**src/rtl/qet_pkg.sv**
```systemverilog
// ----------------------------------------------------------------------------
// qet_pkg
// Types, character codes and result helpers for the quoted escape tokenizer.
// ----------------------------------------------------------------------------
package qet_pkg;

    typedef enum logic [1:0] {
        KIND_BYTE      = 2'd0,
        KIND_TOKEN_END = 2'd1,
        KIND_LINE_END  = 2'd2
    } kind_t;

    typedef enum logic [1:0] {
        ST_OK     = 2'd0,
        ST_ESCAPE = 2'd1,
        ST_STRING = 2'd2
    } status_t;

    typedef struct packed {
        kind_t      kind;
        logic [7:0] out_byte;
        status_t    status;
        logic       last;
    } result_t;

    localparam int unsigned MAX_RESULTS = 3;

    localparam logic [7:0] CH_QUOTE  = 8'h22;
    localparam logic [7:0] CH_BSLASH = 8'h5C;
    localparam logic [7:0] CH_SPACE  = 8'h20;
    localparam logic [7:0] CH_TAB    = 8'h09;
    localparam logic [7:0] CH_LF     = 8'h0A;
    localparam logic [7:0] CH_CR     = 8'h0D;
    localparam logic [7:0] CH_N      = 8'h6E;
    localparam logic [7:0] CH_R      = 8'h72;
    localparam logic [7:0] CH_ZERO   = 8'h30;
    localparam logic [7:0] CH_T      = 8'h74;

    function automatic result_t make_result(kind_t k, logic [7:0] b, status_t s);
        result_t r;
        r.kind     = k;
        r.out_byte = b;
        r.status   = s;
        r.last     = 1'b0;
        return r;
    endfunction

    function automatic logic [7:0] decode_escape(logic [7:0] c);
        logic [7:0] d;
        case (c)
            CH_N:    d = CH_LF;
            CH_R:    d = CH_CR;
            CH_ZERO: d = 8'h00;
            CH_T:    d = CH_TAB;
            default: d = c;
        endcase
        return d;
    endfunction

endpackage

```
**src/rtl/qet_in_if.sv**
```systemverilog
// ----------------------------------------------------------------------------
// qet_in_if
// Command line byte channel: valid/ready with one character request.
// ----------------------------------------------------------------------------
interface qet_in_if;
    logic       valid;
    logic       ready;
    logic       has_byte;
    logic [7:0] byte_in;
    logic       line_end;

    modport source (output valid, output has_byte, output byte_in, output line_end,
                    input ready);
    modport sink   (input valid, input has_byte, input byte_in, input line_end,
                    output ready);
endinterface

```
**src/rtl/qet_out_if.sv**
```systemverilog
// ----------------------------------------------------------------------------
// qet_out_if
// Token result channel: valid/ready with one decoded result request.
// ----------------------------------------------------------------------------
interface qet_out_if;
    logic       valid;
    logic       ready;
    logic [1:0] kind;
    logic [7:0] out_byte;
    logic [1:0] status;
    logic       last;

    modport source (output valid, output kind, output out_byte, output status,
                    output last, input ready);
    modport sink   (input valid, input kind, input out_byte, input status,
                    input last, output ready);
endinterface

```
**src/rtl/quoted_escape_tokenizer.sv**
```systemverilog
// The first result of a request is valid in the cycle after the request is taken.
// One request per cycle while each gives at most one result and tok.ready is high; a request
//   that gives k results (k up to 3) holds the result slots until all k are taken.
// The result slot bank (three registers and a count) sets the rate.
// Reset (async, active low) clears the escape, quote and token flags and the slot count.
// ----------------------------------------------------------------------------
// quoted_escape_tokenizer
// Streams decoded token bytes, token ends and line ends from a command line.
// ----------------------------------------------------------------------------
module quoted_escape_tokenizer (
    input  logic         clk,
    input  logic         rst_n,
    qet_in_if.sink       cmd,
    qet_out_if.source    tok
);

    localparam int unsigned CntW = $clog2(qet_pkg::MAX_RESULTS + 1);

    logic esc_reg, quo_reg, tok_reg;
    logic esc_next, quo_next, tok_next;

    qet_pkg::result_t slot_reg [qet_pkg::MAX_RESULTS];
    qet_pkg::result_t res_next [qet_pkg::MAX_RESULTS];
    logic [CntW-1:0]  cnt_reg;
    logic [CntW-1:0]  n_next;

    logic accept, pop;
    qet_pkg::status_t st;

    assign tok.valid    = (cnt_reg != '0);
    assign tok.kind     = slot_reg[0].kind;
    assign tok.out_byte = slot_reg[0].out_byte;
    assign tok.status   = slot_reg[0].status;
    assign tok.last     = slot_reg[0].last;

    assign pop       = tok.valid & tok.ready;
    assign cmd.ready = (cnt_reg == '0) || ((cnt_reg == CntW'(1)) && tok.ready);
    assign accept    = cmd.valid & cmd.ready;

    // decode one request into its result list and next flag state
    always_comb
    begin
        esc_next = esc_reg;
        quo_next = quo_reg;
        tok_next = tok_reg;
        n_next   = '0;
        st       = qet_pkg::ST_OK;
        for (int i = 0; i < qet_pkg::MAX_RESULTS; i++)
        begin
            res_next[i] = qet_pkg::make_result(qet_pkg::KIND_BYTE, 8'h00, qet_pkg::ST_OK);
        end

        if (cmd.has_byte)
        begin
            if (esc_reg)
            begin
                res_next[0] = qet_pkg::make_result(qet_pkg::KIND_BYTE,
                                  qet_pkg::decode_escape(cmd.byte_in), qet_pkg::ST_OK);
                n_next   = CntW'(1);
                tok_next = 1'b1;
                esc_next = 1'b0;
            end
            else if (cmd.byte_in == qet_pkg::CH_BSLASH)
            begin
                esc_next = 1'b1;
            end
            else if (quo_reg)
            begin
                if (cmd.byte_in == qet_pkg::CH_QUOTE)
                begin
                    // closing quote always ends a token, empty or not
                    res_next[0] = qet_pkg::make_result(qet_pkg::KIND_TOKEN_END, 8'h00,
                                                       qet_pkg::ST_OK);
                    n_next   = CntW'(1);
                    tok_next = 1'b0;
                    quo_next = 1'b0;
                end
                else
                begin
                    res_next[0] = qet_pkg::make_result(qet_pkg::KIND_BYTE, cmd.byte_in,
                                                       qet_pkg::ST_OK);
                    n_next   = CntW'(1);
                    tok_next = 1'b1;
                end
            end
            else if (cmd.byte_in == qet_pkg::CH_QUOTE ||
                     cmd.byte_in inside {qet_pkg::CH_SPACE, qet_pkg::CH_TAB,
                                         qet_pkg::CH_LF, qet_pkg::CH_CR})
            begin
                if (tok_reg)
                begin
                    res_next[0] = qet_pkg::make_result(qet_pkg::KIND_TOKEN_END, 8'h00,
                                                       qet_pkg::ST_OK);
                    n_next = CntW'(1);
                end
                tok_next = 1'b0;
                if (cmd.byte_in == qet_pkg::CH_QUOTE)
                begin
                    quo_next = 1'b1;
                end
            end
            else
            begin
                res_next[0] = qet_pkg::make_result(qet_pkg::KIND_BYTE, cmd.byte_in,
                                                   qet_pkg::ST_OK);
                n_next   = CntW'(1);
                tok_next = 1'b1;
            end
        end

        if (cmd.line_end)
        begin
            if (esc_next)
            begin
                st = qet_pkg::ST_ESCAPE;
            end
            else if (quo_next)
            begin
                st = qet_pkg::ST_STRING;
            end
            // a void partial token gets no token end
            if (st == qet_pkg::ST_OK && tok_next)
            begin
                res_next[n_next[1:0]] = qet_pkg::make_result(qet_pkg::KIND_TOKEN_END,
                                                             8'h00, qet_pkg::ST_OK);
                n_next = n_next + CntW'(1);
            end
            res_next[n_next[1:0]] = qet_pkg::make_result(qet_pkg::KIND_LINE_END, 8'h00, st);
            n_next   = n_next + CntW'(1);
            esc_next = 1'b0;
            quo_next = 1'b0;
            tok_next = 1'b0;
        end

        if (n_next != '0)
        begin
            res_next[2'(n_next - CntW'(1))].last = 1'b1;
        end
    end

    always_ff @(posedge clk or negedge rst_n)
    begin
        if (!rst_n)
        begin
            esc_reg <= 1'b0;
            quo_reg <= 1'b0;
            tok_reg <= 1'b0;
            cnt_reg <= '0;
        end
        else
        begin
            if (accept)
            begin
                esc_reg <= esc_next;
                quo_reg <= quo_next;
                tok_reg <= tok_next;
                cnt_reg <= n_next;
            end
            else if (pop)
            begin
                cnt_reg <= cnt_reg - CntW'(1);
            end
        end
    end

    always_ff @(posedge clk)
    begin
        if (accept)
        begin
            for (int i = 0; i < qet_pkg::MAX_RESULTS; i++)
            begin
                slot_reg[i] <= res_next[i];
            end
        end
        else if (pop)
        begin
            for (int i = 0; i < qet_pkg::MAX_RESULTS - 1; i++)
            begin
                slot_reg[i] <= slot_reg[i+1];
            end
        end
    end

endmodule

```
**src/flat_wrapper.sv**
```systemverilog
// flat-port wrapper written by rule: the top's interface ports become plain ports
module quoted_escape_tokenizer_flat 
  (clk, rst_n, cmd_valid, cmd_has_byte, cmd_byte_in, cmd_line_end, cmd_ready, tok_valid, tok_kind, tok_out_byte, tok_status, tok_last, tok_ready);
  qet_in_if cmd_i ();
  qet_out_if tok_i ();
  input  logic clk;
  input  logic rst_n;
  input wire logic [$bits(cmd_i.valid)-1:0] cmd_valid;
  input wire logic [$bits(cmd_i.has_byte)-1:0] cmd_has_byte;
  input wire logic [$bits(cmd_i.byte_in)-1:0] cmd_byte_in;
  input wire logic [$bits(cmd_i.line_end)-1:0] cmd_line_end;
  output wire logic [$bits(cmd_i.ready)-1:0] cmd_ready;
  output wire logic [$bits(tok_i.valid)-1:0] tok_valid;
  output wire logic [$bits(tok_i.kind)-1:0] tok_kind;
  output wire logic [$bits(tok_i.out_byte)-1:0] tok_out_byte;
  output wire logic [$bits(tok_i.status)-1:0] tok_status;
  output wire logic [$bits(tok_i.last)-1:0] tok_last;
  input wire logic [$bits(tok_i.ready)-1:0] tok_ready;
  assign cmd_i.valid = cmd_valid;
  assign cmd_i.has_byte = cmd_has_byte;
  assign cmd_i.byte_in = cmd_byte_in;
  assign cmd_i.line_end = cmd_line_end;
  assign cmd_ready = cmd_i.ready;
  assign tok_valid = tok_i.valid;
  assign tok_kind = tok_i.kind;
  assign tok_out_byte = tok_i.out_byte;
  assign tok_status = tok_i.status;
  assign tok_last = tok_i.last;
  assign tok_i.ready = tok_ready;
  quoted_escape_tokenizer u_core (.clk(clk), .rst_n(rst_n), .cmd(cmd_i), .tok(tok_i));
endmodule
```
**config.mk**
```make
export PLATFORM = sky130hd
export DESIGN_NAME = quoted_escape_tokenizer_flat
export DESIGN_NICKNAME = d
export VERILOG_FILES = /design/src/rtl/qet_pkg.sv /design/src/rtl/qet_in_if.sv /design/src/rtl/qet_out_if.sv /design/src/rtl/quoted_escape_tokenizer.sv /design/src/flat_wrapper.sv
export SDC_FILE = /design/constraint.sdc
export NUM_CORES = 1
export LEC_CHECK = 0
export BUFFER_PORTS_ARGS = -buffer_cell sky130_fd_sc_hd__buf_4
export CAP_MARGIN = 20
export CORE_UTILIZATION = 51
export DETAILED_ROUTE_END_ITERATION = 8
export PLACE_DENSITY = 0.74
export SETUP_SLACK_MARGIN = 0.4
export SLEW_MARGIN = 0
export SYNTH_ARGS = -nofsm -noshare
export SYNTH_HDL_FRONTEND = slang
export SYNTH_SLANG_ARGS = --single-unit
```
**constraint.sdc**
```tcl
create_clock -name clk -period 5.5 [get_ports clk]
set_input_delay 1.1 -clock clk [delete_from_list [all_inputs] [get_ports clk]]
set_output_delay 1.1 -clock clk [all_outputs]
set_load 0.05 [all_outputs]
```
==> flow_metrics.tcl <==
set metrics [dict create \
    ios 29 \
    synthArstFlopShare_pct 18.5 \
    antenna_found_initial 0 \
    fin_crit_sh_pct 62.0 \
    drive_gt1_share_pct 25.9 \
    netlist_area_um2 1640 \
    cp-end-kind "flip-flop" \
    area_growth_pct 11.6 \
    slowest_stage "or4_4" \
    max_cap_violations 0 \
    fin_tns_setup_ns 0 \
    final_cell_area_um2 1830 \
    power.density_nw_per_um2 437 \
    synth_nets 171 \
    setup_viol 0 \
    path_common_cell "nand2_1" \
    peakVddDrop_mv 0.231 \
    criticalPathCategory "in2reg" \
    dieArea_um2 3450 \
    numCtsBuffers 3 \
    grtUsageTotal_pct 20.3 \
    synthDistinctLibCells 47 \
    slew_headroom_pct 52.0 \
    grt_start_max_net_pins 21 \
    gp_congestion 0.857 \
    final_common_cell "buf_4" \
    drc 0 \
    first_iter_violations 41 \
    start_kind "input port" \
    p_leak_uw 0.000765 \
    worst_pin_slew_ns 0.719 \
    synth_ff_type "edfxtp_1" \
    start_util_pct 53.8 \
    hpwlAfterDp_um 2290 \
    path_cells "buf_4, or4_4, or3_4, nor3_4, xnor2_2, nand3b_2, ha_1, nand2_1, nand2_1, nor2_1, o21a_1, a21boi_1" \
    path_clk_slew_ns 0.14 \
    fin_crit_ns 3.41 \
    drtAntennaViolNets 0 \
    status "finished, final reports clean" \
    final-hold-violation-count 0 \
    ctsHoldBuffers 0 \
    fin_skew_ns 0.00470 \
    nNetsFinal 190 \
    arrival_ns 3.60 \
    slew_viol_final 0 \
    grt_pass1_vias 1156 \
    grt_remaining_overflow 0 \
    largest_reg_flops 22 \
    fp.dieW_um 58.7 \
    post_cts_buffers 0 \
    die_h_um 58.7 \
    ys_seq_area_share_pct 47.9 \
    via_per_inst 5.50 \
    crit_fanout 7 \
    wl_per_cell_um 14.4 \
    layout_common_cells "buf_4, edfxtp_1, nor2_1" \
    diodes 0 \
    ys_warn_count 0 \
    clockBufferDepth 2 \
    worst-r2r-setup-slack_ns 2.78 \
    avgSynthCellArea_um2 10.8 \
    synth.ff_latch_count 27 \
    cts_resized 0 \
    io_buffers 28 \
    finalWirelength_um 3080 \
    fmax_mhz 293 \
    rows 20 \
    cts_tree "built" \
    slowest_delay_ns 0.54 \
    fin_hold_ws_ns 0.536 \
    synth_cells 152 \
    first_pass_iters 4 \
    hold_path_class "in2async" \
    clkSinkCount 27 \
    critical_path.top_delay_family "simple AND/OR/NAND/NOR gates" \
    worstSkewPairLatency_ns 0.33 \
    synth_edf_count 22 \
    num_vias 1176 \
    core_um2 3050 \
    placed_cell_area_um2 1800 \
    crit_required_ns 5.69 \
    cp_num_buf_inv 1 \
    grt_pass1_wl_um 5230 \
    cts-root-buf "clkbuf_4" \
    grt_setup_unrepaired "false" \
    htreeDepth 1 \
]
[metrics by stage]
stage,cells,util [%],power (µW),worst slack [ns]
after floorplan,152,-,644,2.09
after global placement,210,59.1,710,1.84
after detailed placement,210,59.1,723,1.76
after CTS,214,60.0,804,2.08
after global routing,214,60.0,848,1.93
final,214,60.0,800,2.09
[layout make-up]
class                           count  area (µm²)
Clock buffer                        3        22.5
Multi-Input combinational cell     99         704
Clock inverter                      1        5.00
Inverter                           11        41.3
Tap cell                           44        55.1
Fill cell                         271        1220
Timing Repair Buffer               29         218
Sequential cell                    27         786
[kinds of logic after synthesis]
kind of cell / Yosys count / synth area share (%)
AND/OR/NAND/NOR: 56 / 20.0
buffers and inverters: 26 / 9.22
AO/OA/AOI/OAI: 35 / 16.9
flip-flops: 27 / 47.9
adder cells (fa/ha/maj): 5 / 3.81
multiplexers: 1 / 0.686
XOR/XNOR: 2 / 1.52
[per-layer routing]
metal / share of wire [%] / vias to the layer above / routed length (µm) / GRT usage [%]
li1: - / 590 / - / -
met1: 44 / 560 / 1360 / 25.2
met2: 53 / 21 / 1620 / 36.9
met3: 2.3 / 5 / 70 / 2.86
met4: 1.0 / 0 / 31 / 5.10
met5: 0 / - / 0 / 0
[worst reg2reg max path, cell delays in order, from the launching register on]
cell and delay (ns):
dfrtp_1 0.47, or4_1 0.56, a2111oi_0 0.45, nor3b_1 0.21
inv_1 0.13, ha_1 0.15, nand2_1 0.07, nand2_1 0.07
nor2_1 0.05, o21a_1 0.16, and3_1 0.18
[final timing paths]
path,startpoint,end,cells after the start
min in group clk,u_core.slot_reg[1][12],u_core.slot_reg[0][25],1
worst min register to register,u_core.slot_reg[1][12],u_core.slot_reg[0][25],1
worst max register to register,u_core.quo_reg,u_core.slot_reg[0][7],10
worst min-delay path,rst_n,u_core.cnt_reg[1],1
worst max-delay path,cmd_byte_in[3],u_core.slot_reg[0][5],12
max in group asynchronous,rst_n,u_core.tok_reg,1
[power breakdown]
part / total (µW) / internal [µW] / switching (µW)
Clock: 86.3 / 27.3 / 59.0
Sequential: 326 / 306 / 19.6
Combinational: 388 / 116 / 272
[cells in the mapped netlist (all sizes together) (3+ instances only)]
master | number | area (µm²)
and3 | 3 | 18.8
buf | 14 | 106
nor2 | 13 | 51.3
edfxtp | 22 | 661
a22o | 7 | 61.3
o21a | 4 | 30.0
or4 | 3 | 26.3
ha | 5 | 62.6
nor3 | 10 | 61.3
a21oi | 4 | 20.0
nand2 | 11 | 41.3
nand3b | 3 | 26.3
o21ai | 4 | 31.3
nand3 | 3 | 15.0
inv | 11 | 41.3
a21o | 3 | 22.5
dfrtp | 5 | 125
Power figures use the tool's default switching activity.
